==> config.mk <==
export PLATFORM = sky130hd
export DESIGN_NAME = date_string_validator_flat
export DESIGN_NICKNAME = d
export VERILOG_FILES = /design/src/rtl/core/dsv_pkg.sv /design/src/rtl/core/dsv_if.sv /design/src/rtl/core/date_string_validator.sv /design/src/rtl/core/dsv_field_parser.sv /design/src/rtl/core/dsv_date_check.sv /design/src/flat_wrapper.sv
export VERILOG_INCLUDE_DIRS = /design/src /design/src/rtl/core
export SDC_FILE = /design/constraint.sdc
export NUM_CORES = 1
export LEC_CHECK = 0
export ABC_AREA = 1
export BUFFER_PORTS_ARGS = -buffer_cell sky130_fd_sc_hd__buf_2
export CAP_MARGIN = 20
export CORE_MARGIN = 3
export CORE_UTILIZATION = 40
export CTS_BUF_LIST = sky130_fd_sc_hd__clkbuf_8
export DETAILED_ROUTE_END_ITERATION = 10
export PLACE_DENSITY = 0.58
export SETUP_SLACK_MARGIN = 0.4
export SLEW_MARGIN = 20
export SYNTH_ARGS = -nofsm -noshare
export SYNTH_HDL_FRONTEND = slang
export SYNTH_SLANG_ARGS = --single-unit
==> constraint.sdc <==
create_clock -name clk -period 3.9 [get_ports clk]
set_clock_uncertainty 0.2 [all_clocks]
set_input_delay 0.39 -clock clk [delete_from_list [all_inputs] [get_ports clk]]
set_output_delay 0.39 -clock clk [all_outputs]
set_load 0.05 [all_outputs]
==> src/rtl/core/date_string_validator_macros.svh <==
// Assertion macros for the date string validator.
// Included by RTL files that carry concurrent checks; no other dependencies.
`ifndef DATE_STRING_VALIDATOR_MACROS_SVH
`define DATE_STRING_VALIDATOR_MACROS_SVH

// Same-cycle implication, disabled while reset is asserted.
`define DSV_ASSERT_IMP(label, clk, rst_n, ante, cons) \
  label: assert property (@(posedge clk) disable iff (!rst_n) (ante) |-> (cons)) \
    else $error("date_string_validator: implication check failed");

// Next-cycle implication, disabled while reset is asserted.
`define DSV_ASSERT_NXT(label, clk, rst_n, ante, cons) \
  label: assert property (@(posedge clk) disable iff (!rst_n) (ante) |=> (cons)) \
    else $error("date_string_validator: next-cycle check failed");

`endif

==> src/rtl/core/dsv_pkg.sv <==
// Shared types and constants for the date string validator.
// No dependencies; compiled first.
package dsv_pkg;

  localparam int CH_W    = 8;
  localparam int DAY_W   = 7;
  localparam int MONTH_W = 7;
  localparam int YEAR_W  = 14;
  localparam int LEN_W   = 3;
  localparam int BCD_W   = 4;

  localparam logic [CH_W-1:0] CH_SLASH = 8'h2F;
  localparam logic [CH_W-1:0] CH_ZERO  = 8'h30;
  localparam logic [CH_W-1:0] CH_NINE  = 8'h39;

  localparam int DEC_BASE = 10;

  localparam logic [LEN_W-1:0] DM_LEN_MAX   = 3'd2;
  localparam logic [LEN_W-1:0] YEAR_LEN_MAX = 3'd4;
  localparam logic [LEN_W-1:0] YEAR_LEN_MIN = 3'd2;
  localparam logic [LEN_W-1:0] LEN_SAT      = 3'd7;

  localparam logic [DAY_W-1:0]   DAY_MIN     = 7'd1;
  localparam logic [DAY_W-1:0]   DAY_MAX     = 7'd31;
  localparam logic [DAY_W-1:0]   DAY_MAX_30  = 7'd30;
  localparam logic [DAY_W-1:0]   DAY_FEB_MAX = 7'd29;
  localparam logic [MONTH_W-1:0] MONTH_MIN   = 7'd1;
  localparam logic [MONTH_W-1:0] MONTH_MAX   = 7'd12;
  localparam logic [MONTH_W-1:0] MON_FEB     = 7'd2;
  localparam logic [MONTH_W-1:0] MON_APR     = 7'd4;
  localparam logic [MONTH_W-1:0] MON_JUN     = 7'd6;
  localparam logic [MONTH_W-1:0] MON_SEP     = 7'd9;
  localparam logic [MONTH_W-1:0] MON_NOV     = 7'd11;

  typedef enum logic [1:0] {
    PH_DAY   = 2'd0,
    PH_MONTH = 2'd1,
    PH_YEAR  = 2'd2
  } phase_t;

  // Running parse state; the year is also kept as four BCD digits for the leap test.
  typedef struct packed {
    phase_t               phase;
    logic [LEN_W-1:0]     len;
    logic                 fmt_bad;
    logic [DAY_W-1:0]     day;
    logic [MONTH_W-1:0]   month;
    logic [YEAR_W-1:0]    year;
    logic [BCD_W-1:0]     y_thou;
    logic [BCD_W-1:0]     y_hund;
    logic [BCD_W-1:0]     y_tens;
    logic [BCD_W-1:0]     y_units;
  } fields_t;

  localparam fields_t FIELDS_RST = '{
    phase:   PH_DAY,
    len:     '0,
    fmt_bad: 1'b0,
    day:     '0,
    month:   '0,
    year:    '0,
    y_thou:  '0,
    y_hund:  '0,
    y_tens:  '0,
    y_units: '0
  };

  typedef struct packed {
    logic                 valid_res;
    logic [DAY_W-1:0]     day;
    logic [MONTH_W-1:0]   month;
    logic [YEAR_W-1:0]    year;
  } result_t;

endpackage

==> src/rtl/core/dsv_if.sv <==
// Valid/ready channel interfaces for the date string validator.
// Depends on dsv_pkg for payload widths.
interface dsv_in_if import dsv_pkg::*; ();
  logic            valid;
  logic            ready;
  logic [CH_W-1:0] ch;
  logic            last;

  modport source (output valid, ch, last, input ready);
  modport sink   (input valid, ch, last, output ready);
endinterface

interface dsv_out_if import dsv_pkg::*; ();
  logic               valid;
  logic               ready;
  logic               valid_res;
  logic [DAY_W-1:0]   day;
  logic [MONTH_W-1:0] month;
  logic [YEAR_W-1:0]  year;

  modport source (output valid, valid_res, day, month, year, input ready);
  modport sink   (input valid, valid_res, day, month, year, output ready);
endinterface

==> src/rtl/core/date_string_validator.sv <==
// Top level of the date string validator: input register, parser, checker, result register.
// Depends on dsv_pkg, dsv_if, dsv_field_parser, dsv_date_check and the macros header.
//
// Takes a dd/mm/yyyy date string one character per beat, with last set on the
// final character, and returns one result beat per string: valid_res plus day,
// month and year (zeros when the date is rejected). The block accepts one
// character every clock; the parser's field update is the only
// loop, so throughput is one character per cycle with no gaps between strings.
// A final character passes through the input register and its result through the
// result register. Characters keep flowing while a result waits; only a second final
// character stalls behind an untaken result.
`include "date_string_validator_macros.svh"

module date_string_validator import dsv_pkg::*; (
  input  logic      clk,
  input  logic      rst_n,
  dsv_in_if.sink    in_bus,
  dsv_out_if.source out_bus
);

  logic            s1_v_r;
  logic [CH_W-1:0] s1_ch_r;
  logic            s1_last_r;
  logic            out_v_r;
  result_t         res_r;
  result_t         chk_res;
  fields_t         fld;
  logic            out_free;
  logic            s1_go;
  logic            in_fire;

  assign out_free     = !out_v_r || out_bus.ready;
  assign s1_go        = s1_v_r && (!s1_last_r || out_free);
  assign in_bus.ready = !s1_v_r || s1_go;
  assign in_fire      = in_bus.valid && in_bus.ready;

  always_ff @(posedge clk) begin
    if (!rst_n) begin
      s1_v_r <= 1'b0;
    end else if (in_fire) begin
      s1_v_r <= 1'b1;
    end else if (s1_go) begin
      s1_v_r <= 1'b0;
    end
  end

  always_ff @(posedge clk) begin
    if (in_fire) begin
      s1_ch_r   <= in_bus.ch;
      s1_last_r <= in_bus.last;
    end
  end

  dsv_field_parser u_parser (
    .clk   (clk),
    .rst_n (rst_n),
    .adv   (s1_go),
    .ch    (s1_ch_r),
    .last  (s1_last_r),
    .fld   (fld)
  );

  dsv_date_check u_check (
    .fld (fld),
    .res (chk_res)
  );

  always_ff @(posedge clk) begin
    if (!rst_n) begin
      out_v_r <= 1'b0;
    end else if (s1_go && s1_last_r) begin
      out_v_r <= 1'b1;
    end else if (out_bus.ready) begin
      out_v_r <= 1'b0;
    end
  end

  always_ff @(posedge clk) begin
    if (s1_go && s1_last_r) begin
      res_r <= chk_res;
    end
  end

  assign out_bus.valid     = out_v_r;
  assign out_bus.valid_res = res_r.valid_res;
  assign out_bus.day       = res_r.day;
  assign out_bus.month     = res_r.month;
  assign out_bus.year      = res_r.year;

  `DSV_ASSERT_IMP(a_empty_ready, clk, rst_n, !s1_v_r, in_bus.ready)
  `DSV_ASSERT_NXT(a_final_lands, clk, rst_n, s1_go && s1_last_r, out_v_r)
  `DSV_ASSERT_IMP(a_valid_ranges, clk, rst_n, out_v_r && res_r.valid_res,
    (res_r.day >= DAY_MIN) && (res_r.day <= DAY_MAX) &&
    (res_r.month >= MONTH_MIN) && (res_r.month <= MONTH_MAX))
  `DSV_ASSERT_IMP(a_reject_zero, clk, rst_n, out_v_r && !res_r.valid_res,
    (res_r.day == '0) && (res_r.month == '0) && (res_r.year == '0))

endmodule

==> src/rtl/core/dsv_field_parser.sv <==
// Per-character field parser: holds the running day/month/year state.
// Depends on dsv_pkg. Presents the post-update fields to the date checker.
module dsv_field_parser import dsv_pkg::*; (
  input  logic            clk,
  input  logic            rst_n,
  input  logic            adv,
  input  logic [CH_W-1:0] ch,
  input  logic            last,
  output fields_t         fld
);

  fields_t          st_r;
  fields_t          st_nxt;
  logic             stop_r;
  logic             stop_nxt;
  phase_t           phase_nxt;
  logic             in_year;
  logic             is_slash;
  logic             is_digit;
  logic             take;
  logic [BCD_W-1:0] dig;
  logic [LEN_W-1:0] maxlen;

  always_comb begin
    in_year  = (st_r.phase != PH_DAY) && (st_r.phase != PH_MONTH);
    is_slash = (ch == CH_SLASH);
    is_digit = (ch >= CH_ZERO) && (ch <= CH_NINE);
    dig      = ch[BCD_W-1:0];
    maxlen   = in_year ? YEAR_LEN_MAX : DM_LEN_MAX;
    take     = is_digit && !stop_r && (st_r.len < maxlen);
  end

  // field sequencing: a slash moves on only outside the year field
  always_comb begin
    phase_nxt = st_r.phase;
    if (is_slash && !in_year) begin
      unique case (st_r.phase)
        PH_DAY:   phase_nxt = PH_MONTH;
        PH_MONTH: phase_nxt = PH_YEAR;
        default:  phase_nxt = st_r.phase;
      endcase
    end
  end

  always_comb begin
    st_nxt       = st_r;
    st_nxt.phase = phase_nxt;
    stop_nxt     = stop_r;
    if (is_slash && !in_year) begin
      if ((st_r.len == '0) || (st_r.len > DM_LEN_MAX)) begin
        st_nxt.fmt_bad = 1'b1;
      end
      st_nxt.len = '0;
      stop_nxt   = 1'b0;
    end else begin
      if (!is_digit) begin
        stop_nxt = 1'b1;
      end
      if (take) begin
        unique case (st_r.phase)
          PH_DAY: begin
            st_nxt.day = st_r.day * DAY_W'(DEC_BASE) + DAY_W'(dig);
          end
          PH_MONTH: begin
            st_nxt.month = st_r.month * MONTH_W'(DEC_BASE) + MONTH_W'(dig);
          end
          default: begin
            st_nxt.year    = st_r.year * YEAR_W'(DEC_BASE) + YEAR_W'(dig);
            st_nxt.y_thou  = st_r.y_hund;
            st_nxt.y_hund  = st_r.y_tens;
            st_nxt.y_tens  = st_r.y_units;
            st_nxt.y_units = dig;
          end
        endcase
      end
      if (st_r.len != LEN_SAT) begin
        st_nxt.len = st_r.len + 1'b1;
      end
    end
  end

  assign fld = st_nxt;

  always_ff @(posedge clk) begin
    if (!rst_n) begin
      st_r   <= FIELDS_RST;
      stop_r <= 1'b0;
    end else if (adv) begin
      if (last) begin
        st_r   <= FIELDS_RST;
        stop_r <= 1'b0;
      end else begin
        st_r   <= st_nxt;
        stop_r <= stop_nxt;
      end
    end
  end

endmodule

==> src/rtl/core/dsv_date_check.sv <==
// Calendar check on the parsed fields: format, ranges, 30-day months, February and leap years.
// Depends on dsv_pkg. Pure combinational; the top level registers its result.
module dsv_date_check import dsv_pkg::*; (
  input  fields_t fld,
  output result_t res
);

  logic       fmt_ok;
  logic       range_ok;
  logic       thirty;
  logic       feb;
  logic       lo_zero;
  logic [1:0] lo_mod4;
  logic [1:0] hi_mod4;
  logic       leap;
  logic       ok;

  always_comb begin
    fmt_ok = !fld.fmt_bad && (fld.phase != PH_DAY) && (fld.phase != PH_MONTH) &&
             ((fld.len == YEAR_LEN_MIN) || (fld.len == YEAR_LEN_MAX));
    range_ok = (fld.day >= DAY_MIN) && (fld.day <= DAY_MAX) &&
               (fld.month >= MONTH_MIN) && (fld.month <= MONTH_MAX);
    thirty = (fld.month == MON_APR) || (fld.month == MON_JUN) ||
             (fld.month == MON_SEP) || (fld.month == MON_NOV);
    feb    = (fld.month == MON_FEB);

    // y mod 4 from the last two digits: (2*tens + units) mod 4; the 2000 offset
    // for two-digit years is a multiple of 400 and leaves the test unchanged
    lo_zero = (fld.y_tens == '0) && (fld.y_units == '0);
    lo_mod4 = {fld.y_tens[0], 1'b0} + fld.y_units[1:0];
    hi_mod4 = {fld.y_thou[0], 1'b0} + fld.y_hund[1:0];
    leap    = lo_zero ? (hi_mod4 == 2'd0) : (lo_mod4 == 2'd0);

    ok = fmt_ok && range_ok && !(thirty && (fld.day > DAY_MAX_30));
    if (feb) begin
      if (fld.day > DAY_FEB_MAX) begin
        ok = 1'b0;
      end else if ((fld.day == DAY_FEB_MAX) && !leap) begin
        ok = 1'b0;
      end
    end

    res.valid_res = ok;
    res.day       = ok ? fld.day   : '0;
    res.month     = ok ? fld.month : '0;
    res.year      = ok ? fld.year  : '0;
  end

endmodule

==> src/flat_wrapper.sv <==
// flat-port wrapper written by rule: the top's interface ports become plain ports
module date_string_validator_flat import dsv_pkg::*;
  (clk, rst_n, in_bus_valid, in_bus_ch, in_bus_last, in_bus_ready, out_bus_valid, out_bus_valid_res, out_bus_day, out_bus_month, out_bus_year, out_bus_ready);
  dsv_in_if in_bus_i ();
  dsv_out_if out_bus_i ();
  input  logic clk;
  input  logic rst_n;
  input wire logic [$bits(in_bus_i.valid)-1:0] in_bus_valid;
  input wire logic [$bits(in_bus_i.ch)-1:0] in_bus_ch;
  input wire logic [$bits(in_bus_i.last)-1:0] in_bus_last;
  output wire logic [$bits(in_bus_i.ready)-1:0] in_bus_ready;
  output wire logic [$bits(out_bus_i.valid)-1:0] out_bus_valid;
  output wire logic [$bits(out_bus_i.valid_res)-1:0] out_bus_valid_res;
  output wire logic [$bits(out_bus_i.day)-1:0] out_bus_day;
  output wire logic [$bits(out_bus_i.month)-1:0] out_bus_month;
  output wire logic [$bits(out_bus_i.year)-1:0] out_bus_year;
  input wire logic [$bits(out_bus_i.ready)-1:0] out_bus_ready;
  assign in_bus_i.valid = in_bus_valid;
  assign in_bus_i.ch = in_bus_ch;
  assign in_bus_i.last = in_bus_last;
  assign in_bus_ready = in_bus_i.ready;
  assign out_bus_valid = out_bus_i.valid;
  assign out_bus_valid_res = out_bus_i.valid_res;
  assign out_bus_day = out_bus_i.day;
  assign out_bus_month = out_bus_i.month;
  assign out_bus_year = out_bus_i.year;
  assign out_bus_i.ready = out_bus_ready;
  date_string_validator u_core (.clk(clk), .rst_n(rst_n), .in_bus(in_bus_i), .out_bus(out_bus_i));
endmodule
After elaboration in Yosys (flattened, before gate mapping)

Cells that the tools add are included.

Register bits after elaboration: 88
Output and inout bits: 31

$add $sub $neg: 6
$mul: 3
Order comparisons: 10
Equality and inequality tests: 16
Multiplexer cells: 24
Reduce and logical (&&, ||, !) cells: 49

Operator list:

| operator                | number |
|---|---|
| $mux W44                | 2 |
| $mux W50                | 1 |
| $mux W30                | 1 |
| $logic_and A1 B1 Y1     | 19 |
| $add A14 B4 Y14         | 1 |
| $add A7 B4 Y7           | 2 |
| $eq A7 B3 Y1 const B    | 2 |
| $eq A7 B4 Y1 const B    | 2 |
| $ge A7 B1 Y1 const B    | 2 |
| $gt A7 B5 Y1 const B    | 2 |
| $mul A14 B3 Y13 const B | 1 |
| $mul A7 B3 Y6 const B   | 2 |
| $mux W7                 | 2 |
| $mux W1                 | 13 |
| $reduce_bool A2 Y1      | 5 |
| $mux W3                 | 3 |
| $eq A8 B6 Y1 const B    | 1 |
| $ge A8 B6 Y1 const B    | 1 |
| $le A8 B6 Y1 const B    | 1 |
| $logic_not A1 Y1        | 8 |
| $logic_not A4 Y1        | 2 |
| $logic_or A1 B1 Y1      | 8 |
| $ne A2 B1 Y1 const B    | 4 |
| $eq A7 B2 Y1 const B    | 1 |
| 19 further kinds        | 22 |

Logic depth before layout (Yosys ltp)

Depth after elaboration: 17
Mapped depth: 23
Mapped depth without buffers: 21

By module

A second synthesis with hierarchy kept.

Cells, all modules: 791
Area, all modules: 6017.0 um^2

Modules (own cells, without submodules):

| module                | instances | cells each | area each (um^2) | sequential area each (um^2) |
|---|---|---|---|---|
| dsv_field_parser      | 1         | 624        | 4216.5           | 1021.0 |
| date_string_validator | 1         | 57         | 1262.5           | 1181.1 |
| dsv_date_check        | 1         | 110        | 538.0            | 0.0 |

Worst setup path after synthesis

Ideal clock, no wire load.

Path type: register to register
From: reg u_core.u_parser.st_r[48] in the netlist's numbering
To: reg u_core.res_r, in the netlist u_core.out_bus.month[0], data pin
Arrival time: 2652 ps
Data required time: 3431 ps
Slack: 779 ps
Stages on the path, launching flop included: 17
Period minus slack after synthesis: 3121 ps
Cells stage by stage: dfxtp_1 -> inv_1 -> ha_1 -> nor2_2 -> clkinv_2 -> ha_1 -> a21oi_4 -> nand2_2 -> clkinv_2 -> nand3_4 -> o21ai_1 -> nand2_1 -> nor3b_1 -> nand2_1 -> nand2_2 -> buf_6 -> nor2_1

Word-level cells in the longest chain between the ends: 17
Elaborated cells on any way between the ends: 64
Classes of those cells: 2 x add/sub; 7 x order compare; 11 x eq/ne; 14 x mux; 30 x reduce/logical

Ends and longest elaborated chain:

| element                                               | RTL line                    | RTL |
|---|---|---|
| start, declared                                       | dsv_field_parser.sv:12      | `fields_t st_r;` |
| start signal, assigned                                | dsv_field_parser.sv:93      | `st_r <= st_nxt;` |
| branches (longest 17 deep; another with $ge A7 B1 Y1) | -                           |  |
| end signal, assigned                                  | date_string_validator.sv:80 | `res_r <= chk_res;` |
| end, declared                                         | date_string_validator.sv:25 | `result_t res_r;` |

Parallel ways; which one is timed is not known. The select of a mux whose other input is x is not followed.
A chain may end at the register's enable or synchronous reset.

Worst setup path in the final report

From: reg u_core.u_parser.st_r[49] in the netlist's numbering
To: reg u_core.res_r, in the netlist u_core.out_bus.month[0], data pin

Same word-level chain as after synthesis.

==> flow_metrics.tcl <==
set metrics [dict create \
    status "finished clean" \
    r2r_cells 17 \
    hold_depth 3 \
    synth_most_common_cell "nand2_1" \
    antenna_found_initial 0 \
    fmax_ghz 0.300 \
    antenna_left 0 \
    die_x_um 123 \
    pwr-share-clk 0.367 \
    p_leak_nw 2.62 \
    wl_per_cell_um 14.0 \
    rr_startpoint "u_core.u_parser.st_r[49]$_SDFFE_PN0P_" \
    syn_area_um2 5460 \
    regToRegEndpoint "u_core.out_bus.month[0]$_SDFFCE_PN0P_" \
    cts_tree "yes" \
    min_to "u_core.out_bus.valid$_SDFFE_PN0P_" \
    async_reset_ff_frac 0 \
    route.detailed.drc 0 \
    ys.flop_type "dfxtp_1" \
    row_count 42 \
    place_congestion 0.894 \
    syn_inst 701 \
    grt_pass1_wl_um 21600 \
    rsz0062_at_grt "true" \
    p_seq_frac 0.565 \
    vias_per_cell 4.91 \
    fin_crit_sh 0.855 \
    fin_tns_setup_ns 0 \
    routed_wirelength_um 13200 \
    p_sw_frac 0.240 \
    hpwl_um 9260 \
    fp.coreArea_um2 13300 \
    pin_count 44 \
    cp-start-kind "flop" \
    hold_viol_final 0 \
    dieArea_um2 15100 \
    slew_headroom 0.434 \
    io_buffers 43 \
    areaGrowthSynthToFinish_pct 15.1 \
    die_height_um 123 \
    cp_max_fo 12 \
    cts_buffer_depth 2 \
    setup_viol_count_final 0 \
    drtIter0Drc 361 \
    grt_max_degree 47 \
    ir_drop_mv 0.214 \
    maxCapViolCount 0 \
    root_buffer "clkbuf_8" \
    hp-start "rst_n" \
    numCtsBuffers 9 \
    synth_common_cells "191 x nand2_1, 73 x inv_1, 54 x a21oi_1" \
    fin_crit_ns 3.33 \
    grt-ovfl-total 0 \
    syn_area_per_cell_um2 7.78 \
    firstDrtPassIters 5 \
    cts_sinks 86 \
    fin_cells 943 \
    hp-class "in2reg" \
    start_util 0.410 \
    switching_power_uw 408 \
    vias 4629 \
    worst_pin_slew_ns 0.848 \
    pwr-share-comb 0.068 \
    yosysUniqueCellTypes 41 \
    synth_top_area_cell "edfxtp_1" \
    arrival_ns 3.25 \
    maxSlewViolCount 0 \
    ys_warn_count 0 \
    h-tree-depth 3 \
    track_usage 0.184 \
    drive_gt1_frac 0.163 \
    crit_type "reg2reg" \
    clkLatencyLatePin_ns 0.37 \
    rrSetupSlack_ns 0.57 \
    yosysTopAreaCellShare 0.209 \
    setup_ws_ns 0.566 \
    yosysSeqAreaShare 0.385 \
    diodes 0 \
    post-place-ws_ns 0.0779 \
    crit_required_ns 3.81 \
    p_int_mw 1.29 \
    cellPowerDensity_nw_per_um2 270 \
    finalNetCount 822 \
    place_inst 911 \
    ys_ff_latch 86 \
    synth_edf_count 38 \
    grt_pass1_vias 4417 \
    nFillCells 1362 \
    synth_top_cells_by_area "edfxtp_1 21%, dfxtp_1 18%, nand2_1 13%" \
    end_kind "flop" \
    path_clk_slew_ns 0.08 \
]
-- worst max path at each step --
stage / from / endpoint / slack, ns / cells after the start
CTS: u_core.u_parser.st_r[48]$_SDFFE_PN0P_ / u_core.out_bus.month[0]$_SDFFCE_PN0P_ / 0.41 / 16
floorplan: u_core.u_parser.st_r[48]$_SDFFE_PN0P_ / u_core.out_bus.month[0]$_SDFFCE_PN0P_ / 0.78 / 16
finish: u_core.u_parser.st_r[49]$_SDFFE_PN0P_ / u_core.out_bus.month[0]$_SDFFCE_PN0P_ / 0.57 / 17
global placement: u_core.u_parser.st_r[48]$_SDFFE_PN0P_ / u_core.out_bus.month[0]$_SDFFCE_PN0P_ / 0.27 / 14
detailed placement: u_core.u_parser.st_r[48]$_SDFFE_PN0P_ / u_core.out_bus.valid_res$_DFFE_PP_ / 0.08 / 17
global route: u_core.u_parser.st_r[49]$_SDFFE_PN0P_ / u_core.out_bus.month[0]$_SDFFCE_PN0P_ / 0.36 / 17
-- metal layers --
metal  global-route usage  up-vias  routed length [um]
li1                     -     2404                   -
met2                0.316       79                6350
met1                0.232     2130                6050
met5                    0        -                   0
met3               0.0424       16                 549
met4               0.0518        0                 213
-- sequential cells by signal, indices dropped and copies added, names as in the netlist --
name	count
u_core.out_bus.day	7
u_core.out_bus.month	7
u_core.out_bus.valid	1
u_core.out_bus.valid_res	1
u_core.out_bus.year	14
u_core.s1_ch_r	8
u_core.s1_last_r	1
u_core.s1_v_r	1
u_core.u_parser.st_r	45
u_core.u_parser.stop_r	1
-- layout make-up --
class / count / area [um2] / area share
Multi-Input combinational cell: 524 / 3080 / 0.491
Sequential cell: 86 / 2100 / 0.335
Timing Repair Buffer: 61 / 373 / 0.0594
Inverter: 80 / 308 / 0.0490
Tap cell: 176 / 220 / 0.0351
Clock buffer: 10 / 138 / 0.0219
Clock inverter: 6 / 55.1 / 0.00877
-- kinds of logic after synthesis --
family | Yosys count | synth area share
and+or+nand+nor | 331 | 0.268
AOI/OAI and AO/OA | 104 | 0.103
buffers and inverters | 98 | 0.0711
DFF | 86 | 0.385
adders and majority gates | 47 | 0.116
xor gates and xnor gates | 29 | 0.0465
muxes | 5 | 0.00917
other | 1 | 0.000687
-- timing repair --
item | 4_1_cts | 5_1_grt
cloned | 3 | 0
hold endpoints to repair | 9 | 0
setup endpoints to repair | 24 | 25
resized for setup | 10 | 14
hold buffers | 9 | 0
pin swaps | 5 | 4
buffers inserted | 2 | 2
-- layout by cell type (no fill, tap or decap), types with 4 or more instances in the layout --
master,n
nand4_1,7
nand3_1,40
nand2_4,5
fa_1,6
o21ai_1,5
xor2_1,16
ha_1,39
or2_2,21
dlygate4sd3_1,9
conb_1,5
nand3b_1,4
a21oi_1,53
inv_2,7
clkbuf_8,10
nor2_1,50
o21ai_2,4
buf_4,9
inv_1,74
edfxtp_1,38
dfxtp_1,48
mux2i_1,4
nor2_4,4
xnor2_1,12
nand2_1,190
buf_2,43
o21ai_0,29
-- metrics by stage --
step	instance area (um2)	total power, mW	hold slack [ns]	util
after detailed placement	5860	1.09	0.255	0.441
after global placement	5860	1.09	0.249	0.441
after CTS	6220	1.72	0.0719	0.468
after global routing	6280	1.77	0.0769	0.472
after floorplan	5470	1.05	0.241	-
final	6280	1.70	0.0801	0.472
-- power by group through the flow --
stage	logic (mW)	clock network [mW]	registers (mW)
2_1_floorplan	0.0571	0	0.996
3_3_place_gp	0.106	0	0.981
3_5_place_dp	0.107	0	0.981
4_1_cts	0.115	0.643	0.960
5_1_grt	0.127	0.682	0.961
6_report	0.115	0.623	0.960
-- critical path, stage by stage (launching register included) --
cell	delay (ns)
dfxtp_1	0.34
inv_1	0.08
ha_2	0.23
nor2_4	0.15
inv_4	0.07
ha_1	0.32
a21oi_4	0.16
nand2_4	0.15
inv_6	0.12
nand3_4	0.13
nand2_1	0.14
o21ai_4	0.08
inv_1	0.12
nand2_1	0.10
nor3b_2	0.22
nand2_2	0.19
nand2_4	0.19
nor2_1	0.06
Power figures use the tool's default switching activity.
